$ cat config.mk
export PLATFORM = sky130hd
export DESIGN_NAME = adrc_nonlinear_eso_controller
export DESIGN_NICKNAME = d
export VERILOG_FILES = /design/src/hw/rtl/adrc_pkg.sv /design/src/hw/rtl/adrc_arith.sv /design/src/hw/rtl/adrc_nonlinear_eso_controller.sv
export SDC_FILE = /design/constraint.sdc
export NUM_CORES = 2
export LEC_CHECK = 0
export BUFFER_PORTS_ARGS = -buffer_cell sky130_fd_sc_hd__buf_2
export CELL_PAD_IN_SITES_DETAIL_PLACEMENT = 1
export CELL_PAD_IN_SITES_GLOBAL_PLACEMENT = 1
export CORE_UTILIZATION = 35
export CTS_CLUSTER_DIAMETER = 60
export CTS_CLUSTER_SIZE = 40
export DETAILED_ROUTE_END_ITERATION = 7
export MAX_ROUTING_LAYER = met4
export PLACE_DENSITY = 0.6
export SYNTH_ARGS = -nofsm -noshare
export SYNTH_HDL_FRONTEND = slang
export SYNTH_SLANG_ARGS = --single-unit
$ cat constraint.sdc
create_clock -name clk -period 10.6 [get_ports clk]
set_clock_uncertainty 0.15 [all_clocks]
set_input_delay 1.06 -clock clk [delete_from_list [all_inputs] [get_ports clk]]
set_output_delay 1.06 -clock clk [all_outputs]
set_load 0.01 [all_outputs]
$ cat src/hw/rtl/adrc_pkg.sv
`default_nettype none
// ----------------------------------------------------------------------------
// adrc_pkg: shared types, constants and helpers
// Types, micro-program and fixed-point helpers of the nonlinear ADRC block.
// ----------------------------------------------------------------------------
package adrc_pkg;

    // Fixed-point format: signed Q16.16 in 32 bits.
    localparam int DW   = 32;
    localparam int FRAC = 16;
    localparam int MW   = DW + FRAC;

    localparam logic [DW-1:0] QMAX = {1'b0, {(DW-1){1'b1}}};
    localparam logic [DW-1:0] QMIN = {1'b1, {(DW-1){1'b0}}};
    localparam logic [DW-1:0] ONE_Q = DW'(1) << FRAC;

    // Configuration register indexes.
    localparam logic [2:0] CFG_WC    = 3'd0;
    localparam logic [2:0] CFG_WO    = 3'd1;
    localparam logic [2:0] CFG_B0    = 3'd2;
    localparam logic [2:0] CFG_DL    = 3'd3;
    localparam logic [2:0] CFG_ORDER = 3'd4;
    localparam logic [2:0] CFG_LIM   = 3'd5;
    localparam logic [2:0] CFG_DT    = 3'd6;

    // Operand addresses: temporaries in the scratch memory, then named sources.
    localparam logic [4:0] A_T0   = 5'd0;
    localparam logic [4:0] A_T1   = 5'd1;
    localparam logic [4:0] A_T2   = 5'd2;
    localparam logic [4:0] A_T3   = 5'd3;
    localparam logic [4:0] A_T4   = 5'd4;
    localparam logic [4:0] A_T5   = 5'd5;
    localparam logic [4:0] A_T6   = 5'd6;
    localparam logic [4:0] A_T7   = 5'd7;
    localparam logic [4:0] A_T8   = 5'd8;
    localparam logic [4:0] A_T9   = 5'd9;
    localparam logic [4:0] A_T10  = 5'd10;
    localparam logic [4:0] A_T11  = 5'd11;
    localparam logic [4:0] A_T12  = 5'd12;
    localparam logic [4:0] A_T13  = 5'd13;
    localparam logic [4:0] A_T14  = 5'd14;
    localparam logic [4:0] A_T15  = 5'd15;
    localparam logic [4:0] A_TGT  = 5'd16;
    localparam logic [4:0] A_MEAS = 5'd17;
    localparam logic [4:0] A_WC   = 5'd18;
    localparam logic [4:0] A_WO   = 5'd19;
    localparam logic [4:0] A_B0   = 5'd20;
    localparam logic [4:0] A_DL   = 5'd21;
    localparam logic [4:0] A_LIM  = 5'd22;
    localparam logic [4:0] A_DT   = 5'd23;
    localparam logic [4:0] A_Z1   = 5'd24;
    localparam logic [4:0] A_Z2   = 5'd25;
    localparam logic [4:0] A_Z3   = 5'd26;
    localparam logic [4:0] A_ONE  = 5'd27;
    localparam logic [4:0] A_ZERO = 5'd28;

    // Start of the second order part of the micro-program.
    localparam logic [6:0] PC_ORDER2 = 7'd42;

    typedef enum logic [3:0] {
        OP_ADD,
        OP_SUB,
        OP_MUL,
        OP_DIV,
        OP_SQRT,
        OP_SGN,
        OP_CMPLT,
        OP_CMPZ,
        OP_SEL,
        OP_CLAMP,
        OP_JORD,
        OP_OUT
    } op_t;

    typedef enum logic [2:0] {
        ST_IDLE,
        ST_READ,
        ST_EXEC,
        ST_WAIT,
        ST_ZERO
    } state_t;

    typedef struct packed {
        op_t        op;
        logic [4:0] dst;
        logic [4:0] sa;
        logic [4:0] sb;
    } instr_t;

    typedef struct packed {
        logic          start;
        op_t           op;
        logic [DW-1:0] a;
        logic [DW-1:0] b;
    } arith_req_t;

    typedef struct packed {
        logic          done;
        logic [DW-1:0] value;
    } arith_rsp_t;

    // Magnitude of a signed value; the most negative value maps to 2^31.
    function automatic logic [DW-1:0] mag(input logic [DW-1:0] a);
        return a[DW-1] ? (DW'(0) - a) : a;
    endfunction

    // Signed value from sign and wide magnitude, saturated to the range.
    function automatic logic [DW-1:0] from_mag(input logic neg, input logic [MW-1:0] m);
        logic [DW-1:0] r;
        if (!neg)
        begin
            r = (m > MW'(QMAX)) ? QMAX : m[DW-1:0];
        end
        else
        begin
            r = (m > MW'(QMIN)) ? QMIN : (DW'(0) - m[DW-1:0]);
        end
        return r;
    endfunction

    // Saturating sum.
    function automatic logic [DW-1:0] sat_add(input logic [DW-1:0] a, input logic [DW-1:0] b);
        logic [DW:0] s;
        s = {a[DW-1], a} + {b[DW-1], b};
        return (s[DW] != s[DW-1]) ? (s[DW] ? QMIN : QMAX) : s[DW-1:0];
    endfunction

    // Saturating difference.
    function automatic logic [DW-1:0] sat_sub(input logic [DW-1:0] a, input logic [DW-1:0] b);
        logic [DW:0] s;
        s = {a[DW-1], a} - {b[DW-1], b};
        return (s[DW] != s[DW-1]) ? (s[DW] ? QMIN : QMAX) : s[DW-1:0];
    endfunction

    function automatic instr_t mk(input op_t op, input logic [4:0] d,
                                  input logic [4:0] a, input logic [4:0] b);
        instr_t r;
        r.op  = op;
        r.dst = d;
        r.sa  = a;
        r.sb  = b;
        return r;
    endfunction

    // Micro-program. A fal evaluation computes both branches, then selects.
    function automatic instr_t ucode(input logic [6:0] pc);
        instr_t r;
        case (pc)
            // Errors and sigma.
            7'd0:  r = mk(OP_SUB,   A_T0,  A_TGT,  A_Z1);
            7'd1:  r = mk(OP_SUB,   A_T1,  A_Z1,   A_MEAS);
            7'd2:  r = mk(OP_MUL,   A_T2,  A_T1,   A_T1);
            7'd3:  r = mk(OP_ADD,   A_T2,  A_T2,   A_ONE);
            7'd4:  r = mk(OP_DIV,   A_T2,  A_ONE,  A_T2);
            // Linear zone denominators for alpha one half and one quarter.
            7'd5:  r = mk(OP_SQRT,  A_T3,  A_DL,   A_ZERO);
            7'd6:  r = mk(OP_SQRT,  A_T4,  A_T3,   A_ZERO);
            7'd7:  r = mk(OP_MUL,   A_T4,  A_T3,   A_T4);
            // fal of the tracking error, alpha one half.
            7'd8:  r = mk(OP_SQRT,  A_T5,  A_T0,   A_ZERO);
            7'd9:  r = mk(OP_SGN,   A_T5,  A_T0,   A_T5);
            7'd10: r = mk(OP_DIV,   A_T6,  A_T0,   A_T3);
            7'd11: r = mk(OP_CMPLT, A_T0,  A_T0,   A_DL);
            7'd12: r = mk(OP_SEL,   A_T5,  A_T6,   A_T5);
            7'd13: r = mk(OP_CMPZ,  A_T0,  A_DL,   A_ZERO);
            7'd14: r = mk(OP_SEL,   A_T5,  A_T0,   A_T5);
            // fal of the observer error, alpha one half.
            7'd15: r = mk(OP_SQRT,  A_T7,  A_T1,   A_ZERO);
            7'd16: r = mk(OP_SGN,   A_T7,  A_T1,   A_T7);
            7'd17: r = mk(OP_DIV,   A_T6,  A_T1,   A_T3);
            7'd18: r = mk(OP_CMPLT, A_T0,  A_T1,   A_DL);
            7'd19: r = mk(OP_SEL,   A_T7,  A_T6,   A_T7);
            7'd20: r = mk(OP_CMPZ,  A_T0,  A_DL,   A_ZERO);
            7'd21: r = mk(OP_SEL,   A_T7,  A_T1,   A_T7);
            7'd22: r = mk(OP_JORD,  A_T0,  A_ZERO, A_ZERO);
            // First order law.
            7'd23: r = mk(OP_ADD,   A_T8,  A_WO,   A_WO);
            7'd24: r = mk(OP_MUL,   A_T9,  A_WO,   A_WO);
            7'd25: r = mk(OP_MUL,   A_T10, A_WC,   A_T5);
            7'd26: r = mk(OP_MUL,   A_T11, A_T2,   A_Z2);
            7'd27: r = mk(OP_SUB,   A_T10, A_T10,  A_T11);
            7'd28: r = mk(OP_DIV,   A_T10, A_T10,  A_B0);
            7'd29: r = mk(OP_CLAMP, A_T10, A_T10,  A_LIM);
            7'd30: r = mk(OP_MUL,   A_T11, A_T8,   A_T1);
            7'd31: r = mk(OP_SUB,   A_T11, A_Z2,   A_T11);
            7'd32: r = mk(OP_MUL,   A_T12, A_B0,   A_T10);
            7'd33: r = mk(OP_ADD,   A_T11, A_T11,  A_T12);
            7'd34: r = mk(OP_MUL,   A_T11, A_DT,   A_T11);
            7'd35: r = mk(OP_ADD,   A_T11, A_Z1,   A_T11);
            7'd36: r = mk(OP_MUL,   A_T12, A_T9,   A_T7);
            7'd37: r = mk(OP_SUB,   A_T12, A_ZERO, A_T12);
            7'd38: r = mk(OP_MUL,   A_T12, A_DT,   A_T12);
            7'd39: r = mk(OP_ADD,   A_Z2,  A_Z2,   A_T12);
            7'd40: r = mk(OP_ADD,   A_Z1,  A_T11,  A_ZERO);
            7'd41: r = mk(OP_OUT,   A_T0,  A_T10,  A_ZERO);
            // Second order: fal of the observer error, alpha one quarter.
            7'd42: r = mk(OP_SQRT,  A_T13, A_T1,   A_ZERO);
            7'd43: r = mk(OP_SQRT,  A_T13, A_T13,  A_ZERO);
            7'd44: r = mk(OP_SGN,   A_T13, A_T1,   A_T13);
            7'd45: r = mk(OP_DIV,   A_T6,  A_T1,   A_T4);
            7'd46: r = mk(OP_CMPLT, A_T0,  A_T1,   A_DL);
            7'd47: r = mk(OP_SEL,   A_T13, A_T6,   A_T13);
            7'd48: r = mk(OP_CMPZ,  A_T0,  A_DL,   A_ZERO);
            7'd49: r = mk(OP_SEL,   A_T13, A_T1,   A_T13);
            // fal of the negated rate estimate, alpha one quarter.
            7'd50: r = mk(OP_SUB,   A_T8,  A_ZERO, A_Z2);
            7'd51: r = mk(OP_SQRT,  A_T14, A_T8,   A_ZERO);
            7'd52: r = mk(OP_SQRT,  A_T14, A_T14,  A_ZERO);
            7'd53: r = mk(OP_SGN,   A_T14, A_T8,   A_T14);
            7'd54: r = mk(OP_DIV,   A_T6,  A_T8,   A_T4);
            7'd55: r = mk(OP_CMPLT, A_T0,  A_T8,   A_DL);
            7'd56: r = mk(OP_SEL,   A_T14, A_T6,   A_T14);
            7'd57: r = mk(OP_CMPZ,  A_T0,  A_DL,   A_ZERO);
            7'd58: r = mk(OP_SEL,   A_T14, A_T8,   A_T14);
            // Second order law.
            7'd59: r = mk(OP_MUL,   A_T9,  A_WC,   A_WC);
            7'd60: r = mk(OP_ADD,   A_T10, A_WC,   A_WC);
            7'd61: r = mk(OP_MUL,   A_T9,  A_T9,   A_T5);
            7'd62: r = mk(OP_MUL,   A_T10, A_T10,  A_T14);
            7'd63: r = mk(OP_ADD,   A_T9,  A_T9,   A_T10);
            7'd64: r = mk(OP_MUL,   A_T10, A_T2,   A_Z3);
            7'd65: r = mk(OP_SUB,   A_T9,  A_T9,   A_T10);
            7'd66: r = mk(OP_DIV,   A_T9,  A_T9,   A_B0);
            7'd67: r = mk(OP_CLAMP, A_T9,  A_T9,   A_LIM);
            // Observer gains.
            7'd68: r = mk(OP_ADD,   A_T10, A_WO,   A_WO);
            7'd69: r = mk(OP_ADD,   A_T10, A_T10,  A_WO);
            7'd70: r = mk(OP_MUL,   A_T11, A_T10,  A_WO);
            7'd71: r = mk(OP_MUL,   A_T12, A_WO,   A_WO);
            7'd72: r = mk(OP_MUL,   A_T12, A_T12,  A_WO);
            // New position estimate.
            7'd73: r = mk(OP_MUL,   A_T10, A_T10,  A_T1);
            7'd74: r = mk(OP_SUB,   A_T10, A_Z2,   A_T10);
            7'd75: r = mk(OP_MUL,   A_T10, A_DT,   A_T10);
            7'd76: r = mk(OP_ADD,   A_T10, A_Z1,   A_T10);
            // New rate estimate.
            7'd77: r = mk(OP_MUL,   A_T11, A_T11,  A_T7);
            7'd78: r = mk(OP_SUB,   A_T11, A_Z3,   A_T11);
            7'd79: r = mk(OP_MUL,   A_T15, A_B0,   A_T9);
            7'd80: r = mk(OP_ADD,   A_T11, A_T11,  A_T15);
            7'd81: r = mk(OP_MUL,   A_T11, A_DT,   A_T11);
            7'd82: r = mk(OP_ADD,   A_T11, A_Z2,   A_T11);
            // New disturbance estimate, then commit.
            7'd83: r = mk(OP_MUL,   A_T12, A_T12,  A_T13);
            7'd84: r = mk(OP_SUB,   A_T12, A_ZERO, A_T12);
            7'd85: r = mk(OP_MUL,   A_T12, A_DT,   A_T12);
            7'd86: r = mk(OP_ADD,   A_Z3,  A_Z3,   A_T12);
            7'd87: r = mk(OP_ADD,   A_Z2,  A_T11,  A_ZERO);
            7'd88: r = mk(OP_ADD,   A_Z1,  A_T10,  A_ZERO);
            7'd89: r = mk(OP_OUT,   A_T0,  A_T9,   A_ZERO);
            default: r = mk(OP_OUT, A_T0,  A_ZERO, A_ZERO);
        endcase
        return r;
    endfunction

endpackage
`default_nettype wire

$ cat src/hw/rtl/adrc_arith.sv
`default_nettype none
// ----------------------------------------------------------------------------
// adrc_arith: serial multiply, divide and square root
// One bit (or one two-bit digit for the root) per cycle, result saturated.
// ----------------------------------------------------------------------------
module adrc_arith
(
    input  wire logic              clk,
    input  wire logic              rst_n,
    input  adrc_pkg::arith_req_t   req,
    output adrc_pkg::arith_rsp_t   rsp
);
    import adrc_pkg::*;

    logic          busy_reg;
    logic          fin_reg;
    logic [5:0]    cnt_reg;
    op_t           op_reg;
    logic          neg_reg;
    logic [MW-1:0] x_reg;
    logic [DW-1:0] y_reg;
    logic [DW:0]   r_reg;
    logic [MW-1:0] q_reg;

    logic [MW-1:0] x_next;
    logic [DW:0]   r_next;
    logic [MW-1:0] q_next;
    logic [DW:0]   sum;
    logic [DW:0]   trial;
    logic [DW:0]   part;
    logic          ge;
    logic [DW-1:0] ma;
    logic [DW-1:0] mb;
    logic [MW-1:0] res_mag;

    assign ma = mag(req.a);
    assign mb = mag(req.b);

    // One iteration of the running operation.
    always_comb
    begin
        sum    = {1'b0, r_reg[DW-1:0]} + (x_reg[0] ? {1'b0, y_reg} : '0);
        part   = '0;
        trial  = '0;
        ge     = 1'b0;
        x_next = x_reg;
        r_next = r_reg;
        q_next = q_reg;
        case (op_reg)
            OP_MUL:
            begin
                r_next = {1'b0, sum[DW:1]};
                q_next = {sum[0], q_reg[MW-1:1]};
                x_next = x_reg >> 1;
            end
            OP_DIV:
            begin
                part   = {r_reg[DW-1:0], x_reg[MW-1]};
                trial  = {1'b0, y_reg};
                ge     = part >= trial;
                r_next = ge ? (part - trial) : part;
                q_next = {q_reg[MW-2:0], ge};
                x_next = x_reg << 1;
            end
            OP_SQRT:
            begin
                part   = {r_reg[DW-2:0], x_reg[MW-1:MW-2]};
                trial  = {q_reg[DW-2:0], 2'b01};
                ge     = part >= trial;
                r_next = ge ? (part - trial) : part;
                q_next = {q_reg[MW-2:0], ge};
                x_next = x_reg << 2;
            end
            default:
            begin
                x_next = x_reg;
            end
        endcase
    end

    // Sequencing of the serial unit.
    always_ff @(posedge clk or negedge rst_n)
    begin
        if (!rst_n)
        begin
            busy_reg <= 1'b0;
            fin_reg  <= 1'b0;
            cnt_reg  <= '0;
            op_reg   <= OP_MUL;
        end
        else
        begin
            fin_reg <= 1'b0;
            if (req.start)
            begin
                op_reg <= req.op;
                if (req.op == OP_DIV && mb == '0)
                begin
                    fin_reg <= 1'b1;
                end
                else
                begin
                    busy_reg <= 1'b1;
                    case (req.op)
                        OP_MUL:  cnt_reg <= 6'(DW - 1);
                        OP_DIV:  cnt_reg <= 6'(MW - 1);
                        default: cnt_reg <= 6'(MW / 2 - 1);
                    endcase
                end
            end
            else if (busy_reg)
            begin
                cnt_reg <= cnt_reg - 6'd1;
                if (cnt_reg == '0)
                begin
                    busy_reg <= 1'b0;
                    fin_reg  <= 1'b1;
                end
            end
        end
    end

    // Operand and partial result registers.
    always_ff @(posedge clk)
    begin
        if (req.start)
        begin
            r_reg <= '0;
            case (req.op)
                OP_MUL:
                begin
                    x_reg   <= {{FRAC{1'b0}}, mb};
                    y_reg   <= ma;
                    q_reg   <= '0;
                    neg_reg <= req.a[DW-1] ^ req.b[DW-1];
                end
                OP_DIV:
                begin
                    x_reg   <= {ma, {FRAC{1'b0}}};
                    y_reg   <= mb;
                    neg_reg <= req.a[DW-1] ^ req.b[DW-1];
                    // A zero divisor saturates toward the numerator's sign.
                    if (mb == '0)
                    begin
                        q_reg   <= (ma == '0) ? '0 : '1;
                        neg_reg <= req.a[DW-1];
                    end
                    else
                    begin
                        q_reg <= '0;
                    end
                end
                default:
                begin
                    x_reg   <= {ma, {FRAC{1'b0}}};
                    y_reg   <= mb;
                    q_reg   <= '0;
                    neg_reg <= 1'b0;
                end
            endcase
        end
        else if (busy_reg)
        begin
            x_reg <= x_next;
            r_reg <= r_next;
            q_reg <= q_next;
        end
    end

    // The product keeps its upper bits after the fraction shift.
    assign res_mag   = (op_reg == OP_MUL) ? {r_reg[DW-1:0], q_reg[MW-1:DW]} : q_reg;
    assign rsp.done  = fin_reg;
    assign rsp.value = from_mag(neg_reg, res_mag);

endmodule
`default_nettype wire

$ cat src/hw/rtl/adrc_nonlinear_eso_controller.sv
`default_nettype none
// ----------------------------------------------------------------------------
// adrc_nonlinear_eso_controller: nonlinear ADRC with fal observer
// Q16.16 controller driven by a micro-program over a serial arithmetic unit.
// ----------------------------------------------------------------------------
// Usage:
//   The input channel (in_valid/in_stall) carries one item: operation,
//   target_value and measured_value. An update item (operation 0) gives one
//   drive_value item on the output channel (out_valid/out_stall); an
//   observer reset item (operation 1) loads the position estimate with the
//   measurement, clears the others and gives no result.
//   Configuration is written over cfg_valid/cfg_ready with cfg_index and
//   cfg_data, only while the block is idle; the user must keep to this, as
//   the block itself does not enforce it. cfg_ready is always high.
//   Each micro-instruction passes through ST_READ and ST_EXEC; a multiply,
//   divide or square root then waits in ST_WAIT for the serial unit, which
//   finishes a divide by zero early. An unused order gives drive 0 through
//   ST_ZERO without running the program. One item is worked on at a time;
//   in_stall is high while an item is at work.
//   The result sits in an output register; a new item is accepted while it
//   waits, and the next result waits for it to be taken.
//   Reset restores the default registers and clears the three estimates.
// ----------------------------------------------------------------------------
module adrc_nonlinear_eso_controller
(
    input  wire logic        clk,
    input  wire logic        rst_n,
    input  wire logic        in_valid,
    output logic             in_stall,
    input  wire logic        operation,
    input  wire logic [31:0] target_value,
    input  wire logic [31:0] measured_value,
    output logic             out_valid,
    input  wire logic        out_stall,
    output logic [31:0]      drive_value,
    input  wire logic        cfg_valid,
    output logic             cfg_ready,
    input  wire logic [2:0]  cfg_index,
    input  wire logic [31:0] cfg_data
);
    import adrc_pkg::*;

    state_t        state_reg;
    state_t        state_next;
    logic [6:0]    pc_reg;
    logic [6:0]    pc_next;
    logic          flag_reg;
    logic          flag_next;

    logic [30:0]   wc_reg;
    logic [30:0]   wo_reg;
    logic [30:0]   b0_reg;
    logic [30:0]   dl_reg;
    logic [1:0]    order_reg;
    logic [30:0]   lim_reg;
    logic [30:0]   dt_reg;

    logic [DW-1:0] tgt_reg;
    logic [DW-1:0] meas_reg;
    logic [DW-1:0] z1_reg;
    logic [DW-1:0] z2_reg;
    logic [DW-1:0] z3_reg;

    logic [DW-1:0] scratch [16];
    logic [DW-1:0] rda_reg;
    logic [DW-1:0] rdb_reg;
    logic [DW-1:0] spa_reg;
    logic [DW-1:0] spb_reg;

    logic          out_valid_reg;
    logic [DW-1:0] drive_reg;

    instr_t        instr;
    logic [DW-1:0] opa;
    logic [DW-1:0] opb;
    logic [DW-1:0] alu_res;
    logic          in_acc;
    logic          out_free;
    logic          wr_en;
    logic [DW-1:0] wr_data;
    logic          out_load;
    logic [DW-1:0] out_data;
    arith_req_t    req;
    arith_rsp_t    rsp;

    // Named operand sources outside the scratch memory.
    function automatic logic [DW-1:0] special(input logic [4:0] addr);
        logic [DW-1:0] v;
        case (addr)
            A_TGT:   v = tgt_reg;
            A_MEAS:  v = meas_reg;
            A_WC:    v = {1'b0, wc_reg};
            A_WO:    v = {1'b0, wo_reg};
            A_B0:    v = {1'b0, b0_reg};
            A_DL:    v = {1'b0, dl_reg};
            A_LIM:   v = {1'b0, lim_reg};
            A_DT:    v = {1'b0, dt_reg};
            A_Z1:    v = z1_reg;
            A_Z2:    v = z2_reg;
            A_Z3:    v = z3_reg;
            A_ONE:   v = ONE_Q;
            default: v = '0;
        endcase
        return v;
    endfunction

    assign instr     = ucode(pc_reg);
    assign opa       = instr.sa[4] ? spa_reg : rda_reg;
    assign opb       = instr.sb[4] ? spb_reg : rdb_reg;
    assign in_stall  = (state_reg != ST_IDLE);
    assign in_acc    = in_valid && !in_stall;
    assign out_free  = !out_valid_reg || !out_stall;
    assign cfg_ready = 1'b1;
    assign out_valid   = out_valid_reg;
    assign drive_value = drive_reg;

    // Combinational operations.
    always_comb
    begin
        case (instr.op)
            OP_ADD:  alu_res = sat_add(opa, opb);
            OP_SUB:  alu_res = sat_sub(opa, opb);
            OP_SGN:  alu_res = opa[DW-1] ? sat_sub('0, opb) : opb;
            OP_SEL:  alu_res = flag_reg ? opa : opb;
            OP_CLAMP:
            begin
                if (opb == '0)
                    alu_res = opa;
                else if ($signed(opa) > $signed(opb))
                    alu_res = opb;
                else if ($signed(opa) < $signed(DW'(0) - opb))
                    alu_res = DW'(0) - opb;
                else
                    alu_res = opa;
            end
            default: alu_res = opa;
        endcase
    end

    // Next state and sequencing outputs.
    always_comb
    begin
        state_next = state_reg;
        pc_next    = pc_reg;
        flag_next  = flag_reg;
        wr_en      = 1'b0;
        wr_data    = alu_res;
        out_load   = 1'b0;
        out_data   = '0;
        req.start  = 1'b0;
        req.op     = instr.op;
        req.a      = opa;
        req.b      = opb;
        case (state_reg)
            ST_IDLE:
            begin
                if (in_acc && !operation)
                begin
                    pc_next = '0;
                    if (order_reg == 2'd1 || order_reg == 2'd2)
                        state_next = ST_READ;
                    else
                        state_next = ST_ZERO;
                end
            end
            ST_READ:
            begin
                state_next = ST_EXEC;
            end
            ST_EXEC:
            begin
                case (instr.op)
                    OP_MUL, OP_DIV, OP_SQRT:
                    begin
                        req.start  = 1'b1;
                        state_next = ST_WAIT;
                    end
                    OP_CMPLT:
                    begin
                        flag_next  = mag(opa) < mag(opb);
                        pc_next    = pc_reg + 7'd1;
                        state_next = ST_READ;
                    end
                    OP_CMPZ:
                    begin
                        flag_next  = (opa == '0);
                        pc_next    = pc_reg + 7'd1;
                        state_next = ST_READ;
                    end
                    OP_JORD:
                    begin
                        pc_next    = (order_reg == 2'd2) ? PC_ORDER2 : pc_reg + 7'd1;
                        state_next = ST_READ;
                    end
                    OP_OUT:
                    begin
                        if (out_free)
                        begin
                            out_load   = 1'b1;
                            out_data   = opa;
                            state_next = ST_IDLE;
                        end
                    end
                    default:
                    begin
                        wr_en      = 1'b1;
                        pc_next    = pc_reg + 7'd1;
                        state_next = ST_READ;
                    end
                endcase
            end
            ST_WAIT:
            begin
                if (rsp.done)
                begin
                    wr_en      = 1'b1;
                    wr_data    = rsp.value;
                    pc_next    = pc_reg + 7'd1;
                    state_next = ST_READ;
                end
            end
            ST_ZERO:
            begin
                if (out_free)
                begin
                    out_load   = 1'b1;
                    state_next = ST_IDLE;
                end
            end
            default:
            begin
                state_next = ST_IDLE;
            end
        endcase
    end

    // Sequencer state.
    always_ff @(posedge clk or negedge rst_n)
    begin
        if (!rst_n)
        begin
            state_reg <= ST_IDLE;
            pc_reg    <= '0;
            flag_reg  <= 1'b0;
        end
        else
        begin
            state_reg <= state_next;
            pc_reg    <= pc_next;
            flag_reg  <= flag_next;
        end
    end

    // Configuration registers.
    always_ff @(posedge clk or negedge rst_n)
    begin
        if (!rst_n)
        begin
            wc_reg    <= 31'd655360;
            wo_reg    <= 31'd983040;
            b0_reg    <= 31'd655360;
            dl_reg    <= 31'd65536;
            order_reg <= 2'd1;
            lim_reg   <= 31'd65536;
            dt_reg    <= 31'd164;
        end
        else if (cfg_valid && cfg_ready)
        begin
            case (cfg_index)
                CFG_WC:    wc_reg    <= cfg_data[30:0];
                CFG_WO:    wo_reg    <= cfg_data[30:0];
                CFG_B0:    b0_reg    <= cfg_data[30:0];
                CFG_DL:    dl_reg    <= cfg_data[30:0];
                CFG_ORDER: order_reg <= cfg_data[1:0];
                CFG_LIM:   lim_reg   <= cfg_data[30:0];
                CFG_DT:    dt_reg    <= cfg_data[30:0];
                default:   dt_reg    <= dt_reg;
            endcase
        end
    end

    // Observer estimates: loaded by a reset item or written by the program.
    always_ff @(posedge clk or negedge rst_n)
    begin
        if (!rst_n)
        begin
            z1_reg <= '0;
            z2_reg <= '0;
            z3_reg <= '0;
        end
        else if (in_acc && operation)
        begin
            z1_reg <= measured_value;
            z2_reg <= '0;
            z3_reg <= '0;
        end
        else if (wr_en)
        begin
            if (instr.dst == A_Z1)
                z1_reg <= wr_data;
            if (instr.dst == A_Z2)
                z2_reg <= wr_data;
            if (instr.dst == A_Z3)
                z3_reg <= wr_data;
        end
    end

    // Captured input item.
    always_ff @(posedge clk)
    begin
        if (in_acc)
        begin
            tgt_reg  <= target_value;
            meas_reg <= measured_value;
        end
    end

    // Scratch memory with two registered read ports, and the named sources.
    always_ff @(posedge clk)
    begin
        if (wr_en && !instr.dst[4])
            scratch[instr.dst[3:0]] <= wr_data;
        rda_reg <= scratch[instr.sa[3:0]];
        rdb_reg <= scratch[instr.sb[3:0]];
        spa_reg <= special(instr.sa);
        spb_reg <= special(instr.sb);
    end

    // Output register.
    always_ff @(posedge clk or negedge rst_n)
    begin
        if (!rst_n)
        begin
            out_valid_reg <= 1'b0;
        end
        else if (out_load)
        begin
            out_valid_reg <= 1'b1;
        end
        else if (!out_stall)
        begin
            out_valid_reg <= 1'b0;
        end
    end

    always_ff @(posedge clk)
    begin
        if (out_load)
            drive_reg <= out_data;
    end

    // Serial multiply, divide and square root.
    adrc_arith u_arith
    (
        .clk   (clk),
        .rst_n (rst_n),
        .req   (req),
        .rsp   (rsp)
    );

endmodule
`default_nettype wire

# --- Yosys cells after proc, flatten, opt, wreduce, memory -nomap -nowiden ---
# Memory sizes are Yosys's and may differ from the RTL's. A register that Yosys moved wholly into a read port is not among the register bits.
# Cells that the tools add are included.
# Widths: inputs -> output; s select.
totals:
  mem_count: 2
  output_inout_bits: 35
  rom_bits: 2432
  register_bits: 629
  input_bits: 105
  mem_bits_rw: 512
  elab_cells: 246
memory_table:
  columns: ["memory", "depth", "width", "rd", "rd_clocked_by_memory_dff", "wr", "line_no", "text"]
  rows:
  - ["(no name shown)", 128, 19, 1, 0, 0, "adrc_pkg.sv:148", "case (pc)"]
  - ["scratch", 16, 32, 2, 2, 1, "adrc_nonlinear_eso_controller.sv:64", "logic [DW-1:0] scratch [16];"]
classes:
  n_reduce_logical: 50
  bitwise: 1
  mux: 86
  addsub: 11
  n_eq_ne: 61
  order_cmp: 7
ops:
  columns: ["operator", "count"]
  rows:
  - ["$mux 32", 33]
  - ["$pmux 32 s12", 2]
  - ["$mux 48", 9]
  - ["$pmux 48 s3", 2]
  - ["$pmux 32 s5", 1]
  - ["$eq 5x5->1 const B", 27]
  - ["$logic_not 32->1", 4]
  - ["$pmux 32 s3", 1]
  - ["$sub 1x32->32 const A", 3]
  - ["$add 32x32->33", 2]
  - ["$lt 32x32->1", 2]
  - ["$sub 32x32->32", 2]
  - ["$gt 48x31->1 const B", 1]
  - ["$gt 48x32->1 const B", 1]
  - ["$ge 33x32->1", 1]
  - ["$ge 33x33->1", 1]
  - ["$sub 1x32->33 const A", 1]
  - ["$sub 32x32->33", 1]
  - ["$gt 32x32->1", 1]
  - ["$reduce_and 2->1", 15]
  - ["$mux 7", 3]
  - ["$pmux 7 s3", 1]
  - ["$eq 4x3->1 const B", 5]
  - ["$mux 1", 19]
  - ["35 further kinds", 78]

# --- Logic depth before layout (Yosys ltp) ---
# An unclocked memory read counts as a cell.
logic_depth:
  word_depth: 13
  mapped_depth: 36
  mapped_depth_nobuf: 29

# --- Cells and area by module ---
# From an unflattened synthesis, not the netlist that was laid out.
unflattened:
  cells_unflattened: 8491
  hier_area_um2: 79182.2
by_module_without_submodules:
  columns: ["mod", "n_inst", "seq_area_each_um2", "area_per_inst_um2", "cells_each"]
  rows:
  - ["adrc_nonlinear_eso_controller", 1, 28244.6, 61142.4, 6244]
  - ["adrc_arith", 1, 4815.9, 18039.8, 2247]

# --- Least setup slack after synthesis ---
# Ideal clock, no wire load.
synth_path:
  path_kind: "reg-to-reg"
  start: "reg pc_reg[1]"
  end: "mem scratch[0][25] (data pin)"
  n_path_buf: 8
  synth_period_minus_slack_ns: 8.335
  required_time_ns: 10.159
  path_stages_with_launch: 36
  setup_ns: 0.291
  t_arrival_ns: 7.894
  setup_slack_ns: 2.265
  path_cell_list: "dfrtp_1 buf_2 clkinv_1 ha_1 buf_6 nor2b_1 a222oi_1 o21a_2 a32oi_4 buf_6 buf_6 buf_6 mux2_2 inv_1 ha_1 clkbuf_1 and3b_1 mux2_2 clkbuf_1 nand3_1 xnor2_1 ha_1 nand4_1 nor4_1 o41ai_1 a211oi_1 nor4_1 o32ai_1 inv_1 nand2_1 buf_2 nor3_1 a211oi_1 o21ai_0 a21o_2 a21oi_1"
synth_via:
  elab_chain_len: 10
  elab_cells_between_ends: 32
  classes_between: "4 x add/sub; 2 x order compare; 7 x eq/ne; 16 x mux; 2 x reduce/logical; 1 x memory"
synth_lines:
  columns: ["element", "line_no", "text"]
  rows:
  - ["from (decl)", "adrc_nonlinear_eso_controller.sv:45", "logic [6:0] pc_reg;"]
  - ["from (signal assigned)", "adrc_nonlinear_eso_controller.sv:249", "pc_reg <= pc_next;"]
  - ["$mem_v2 128x19 (*)", null, null]
  - ["$mux 32", "adrc_nonlinear_eso_controller.sv:109", "assign opb = instr.sb[4] ? spb_reg : rdb_reg;"]
  - ["$sub 1x32->32", "adrc_nonlinear_eso_controller.sv:131, adrc_nonlinear_eso_controller.sv:132", null]
  - ["$lt 32x32->1", "adrc_nonlinear_eso_controller.sv:131", "else if ($signed(opa) < $signed(DW'(0) - opb))"]
  - ["$mux 32", "adrc_nonlinear_eso_controller.sv:131", null]
  - ["$mux 32", "adrc_nonlinear_eso_controller.sv:129", "else if ($signed(opa) > $signed(opb))"]
  - ["$mux 32", "adrc_nonlinear_eso_controller.sv:127", "if (opb == '0)"]
  - ["$pmux 32 s5 (*)", "adrc_nonlinear_eso_controller.sv:120", "case (instr.op)"]
  - ["$mux 32", "adrc_nonlinear_eso_controller.sv:214", "if (rsp.done)"]
  - ["$mux 32 (*)", "adrc_nonlinear_eso_controller.sv:154", "case (state_reg)"]
  - ["net wr_data[25]", "adrc_nonlinear_eso_controller.sv:80", "logic [DW-1:0] wr_data;"]
  - ["to (decl)", "adrc_nonlinear_eso_controller.sv:64", null]
# Mark *: on every way through the listed nets, which the timed path passes. The rest lies on a longest branch.

# --- Final worst setup path ---
layout_path:
  start: "reg pc_reg[2]"
  end: "mem scratch[12][5] (data pin)"
# Same word-level chain as after synthesis.

==> results.ini <==
[outcome]
outcome=finished, violations left
violations=DRC

[cts]
clkLatencyLatePin_ns=0.86
cts.sinks=1205
cts_tree=built
ctsHoldBuffers=0
post_cts_resized=0
htree_levels=3
post_cts_buffers=0
clockRootBuffer=clkbuf_16
clk_pin_slew_ns=0.07
numCtsBuffers=115
cts_buffer_depth=3

[placement]
post-dp-hpwl_um=250600
portBuffers=137
place_ws_ns=2.025
dpl.cell_count=10840
gp_congestion=1.009
place_area_mm2=0.08294

[routing]
post_drt_wl_per_cell_um=32.43
met3WireLength_um=23320
routed-wl-met2_um=162600
drc=2
routed.top_layer=met4
final_antenna_net_count=0
routed_wl_um=359400
vias=69610
viasPerCell=6.282
drt_iter0_markers=7006
met1Wirelength_um=150500
drt-pass1-iter-count=8

[critical_path]
required_ns=10.95
cp_max_fo=31
cp-start-kind=flop
cp_common_cell=buf_4
cp.arrival_ns=9.16
criticalPathCategory=flop to flop
slowest_stage=o32ai_2
end_kind=flop
cp_num_buf_inv=11
path_delay_family=compound AO/OA/AOI/OAI gates
cp_slowest_stage_delay_ns=0.77

[timing]
slew_headroom_pct=3.470
finalCriticalPeriod_ns=8.808
rsz0062_at_grt=false
maxSlewViolCount=0
whs_ns=0.1598
finalWorstSetupSlack_ns=1.792
tns_ns=0
hold_viol=0
setup_viol=0
worst_pin_slew_ns=1.446
clock.fmax_mhz=113.5
fin_crit_sh_pct=83.10

[layout]
syn_to_final_growth_pct=14.01
fin_area_mm2=0.08708
fill_cells=24390
drive_gt1_share_pct=16.17
nets=8458
multi_input_area_mm2=0.04041
utilization_pct=40.14
seq_area_mm2=0.03306
largest_reg_flops=512
final_cells=11080

[logic_synthesis]
ys_ff_latch=1205
synth_flop_cell=edfxtp_1
synth.most_common_cell=nand2_1
ys_seq_area_share_pct=43.29
synth_edf_count=737
synth_common_cells=nand2_1, edfxtp_1, a21oi_1
ys_top_cells_by_area=edfxtp_1, dfrtp_1, dfxtp_1
synth_area_leader_cell=edfxtp_1
syn_nets=8290
synth_top_area_share_pct=28.98
syn_area_per_cell_um2=9.630
synthCells=7931
ys_async_sr_fraction_pct=25.56
synth_cell_types=128
ys_warn_count=0
synth_area_mm2=0.07637

[die]
rows=171
die_y_um=469.1
die_w_um=469.1
dieArea_mm2=0.2201
core-area_mm2=0.2170
start_util_pct=35.20
io_pins=140

[global_route]
grt_max_degree=139
grt_pass1_vias=69860
grt-ovfl-total=0
grt_pass1_wl_um=509000
antenna_found_initial=23
grt_usage_pct=32.84

[power_and_ir_drop]
irDropWorstVdd_mv=0.1378
p_total_mw=9.946
p_leak_nw=32.47
p_per_area_mw_per_mm2=114.2

[job]
max-cap-violations=0

[hold_path]
hold_class=input pin to async pin

==> path summary, 6_finish.rpt <==
path,start,to,slack (ns),cells past startpoint
max,pc_reg[2],scratch[12][5],1.79,32
min,rst_n,wc_reg[8],0.16,1
max reg2reg,pc_reg[2],scratch[12][5],1.79,32
min reg2reg,u_arith.cnt_reg[0],u_arith.cnt_reg[0],0.39,1
max in group asynchronous,rst_n,pc_reg[2],7.72,3
min in group clk,target_value[23],tgt_reg[23],0.23,1
==> routing by layer <==
layer	vias up	track usage [%]
met5	-	-
met3	751	4.809
met2	2773	50.42
met1	35720	41.52
met4	0	18.06
li1	30370	-
==> cells in the final DEF (no fill, tap or decap), types with 39 or more instances in the layout <==
master,instances
o21ai_0,409
buf_4,448
xnor2_1,187
clkbuf_16,116
mux2i_1,254
ha_1,250
nor3_1,123
a221oi_1,123
a22o_1,135
dfxtp_1,160
nor2b_1,51
a21o_1,106
a311oi_1,105
edfxtp_1,737
and2_1,246
nor4_1,48
o22ai_1,98
o21a_1,39
a211oi_1,299
inv_1,243
nand3_1,187
buf_12,42
buf_2,136
nand4_1,48
a22oi_1,91
a222oi_1,62
mux2_2,221
and3_1,61
a21oi_1,606
nand2b_1,55
nor2_1,438
a31oi_1,144
dfrtp_1,291
nand2_1,833
==> area by class of cell <==
cell class / instances / share of cell area (%)
Antenna cell: 26 / 0.07472
Clock buffer: 129 / 3.413
Clock inverter: 91 / 1.269
Inverter: 264 / 1.141
Multi-Input combinational cell: 5886 / 46.41
Sequential cell: 1205 / 37.97
Tap cell: 2854 / 4.101
Timing Repair Buffer: 627 / 5.627
==> cells by family (layout without fill, tap and decap cells) <==
kind of cell             after synthesis  count (layout)  synth area share (%)
AND/OR/NAND/NOR                     2285            2285                 14.14
AO/OA/AOI/OAI                       2591            2591                 23.17
buffers and inverters                840            1111                 4.482
XOR/XNOR                             222             222                 2.629
adder cells (fa/ha/maj)              255             255                 4.214
flip-flops                          1205            1205                 43.29
other                                  1              27              0.004910
multiplexers                         532             532                 8.065
==> report_power, final <==
group / switching, mW / internal, mW
clock: 2.20 / 2.25
combinational: 0.119 / 0.146
sequential: 0.136 / 5.10
total: 2.45 / 7.49
No activity file was read; power rests on OpenSTA's default activity.
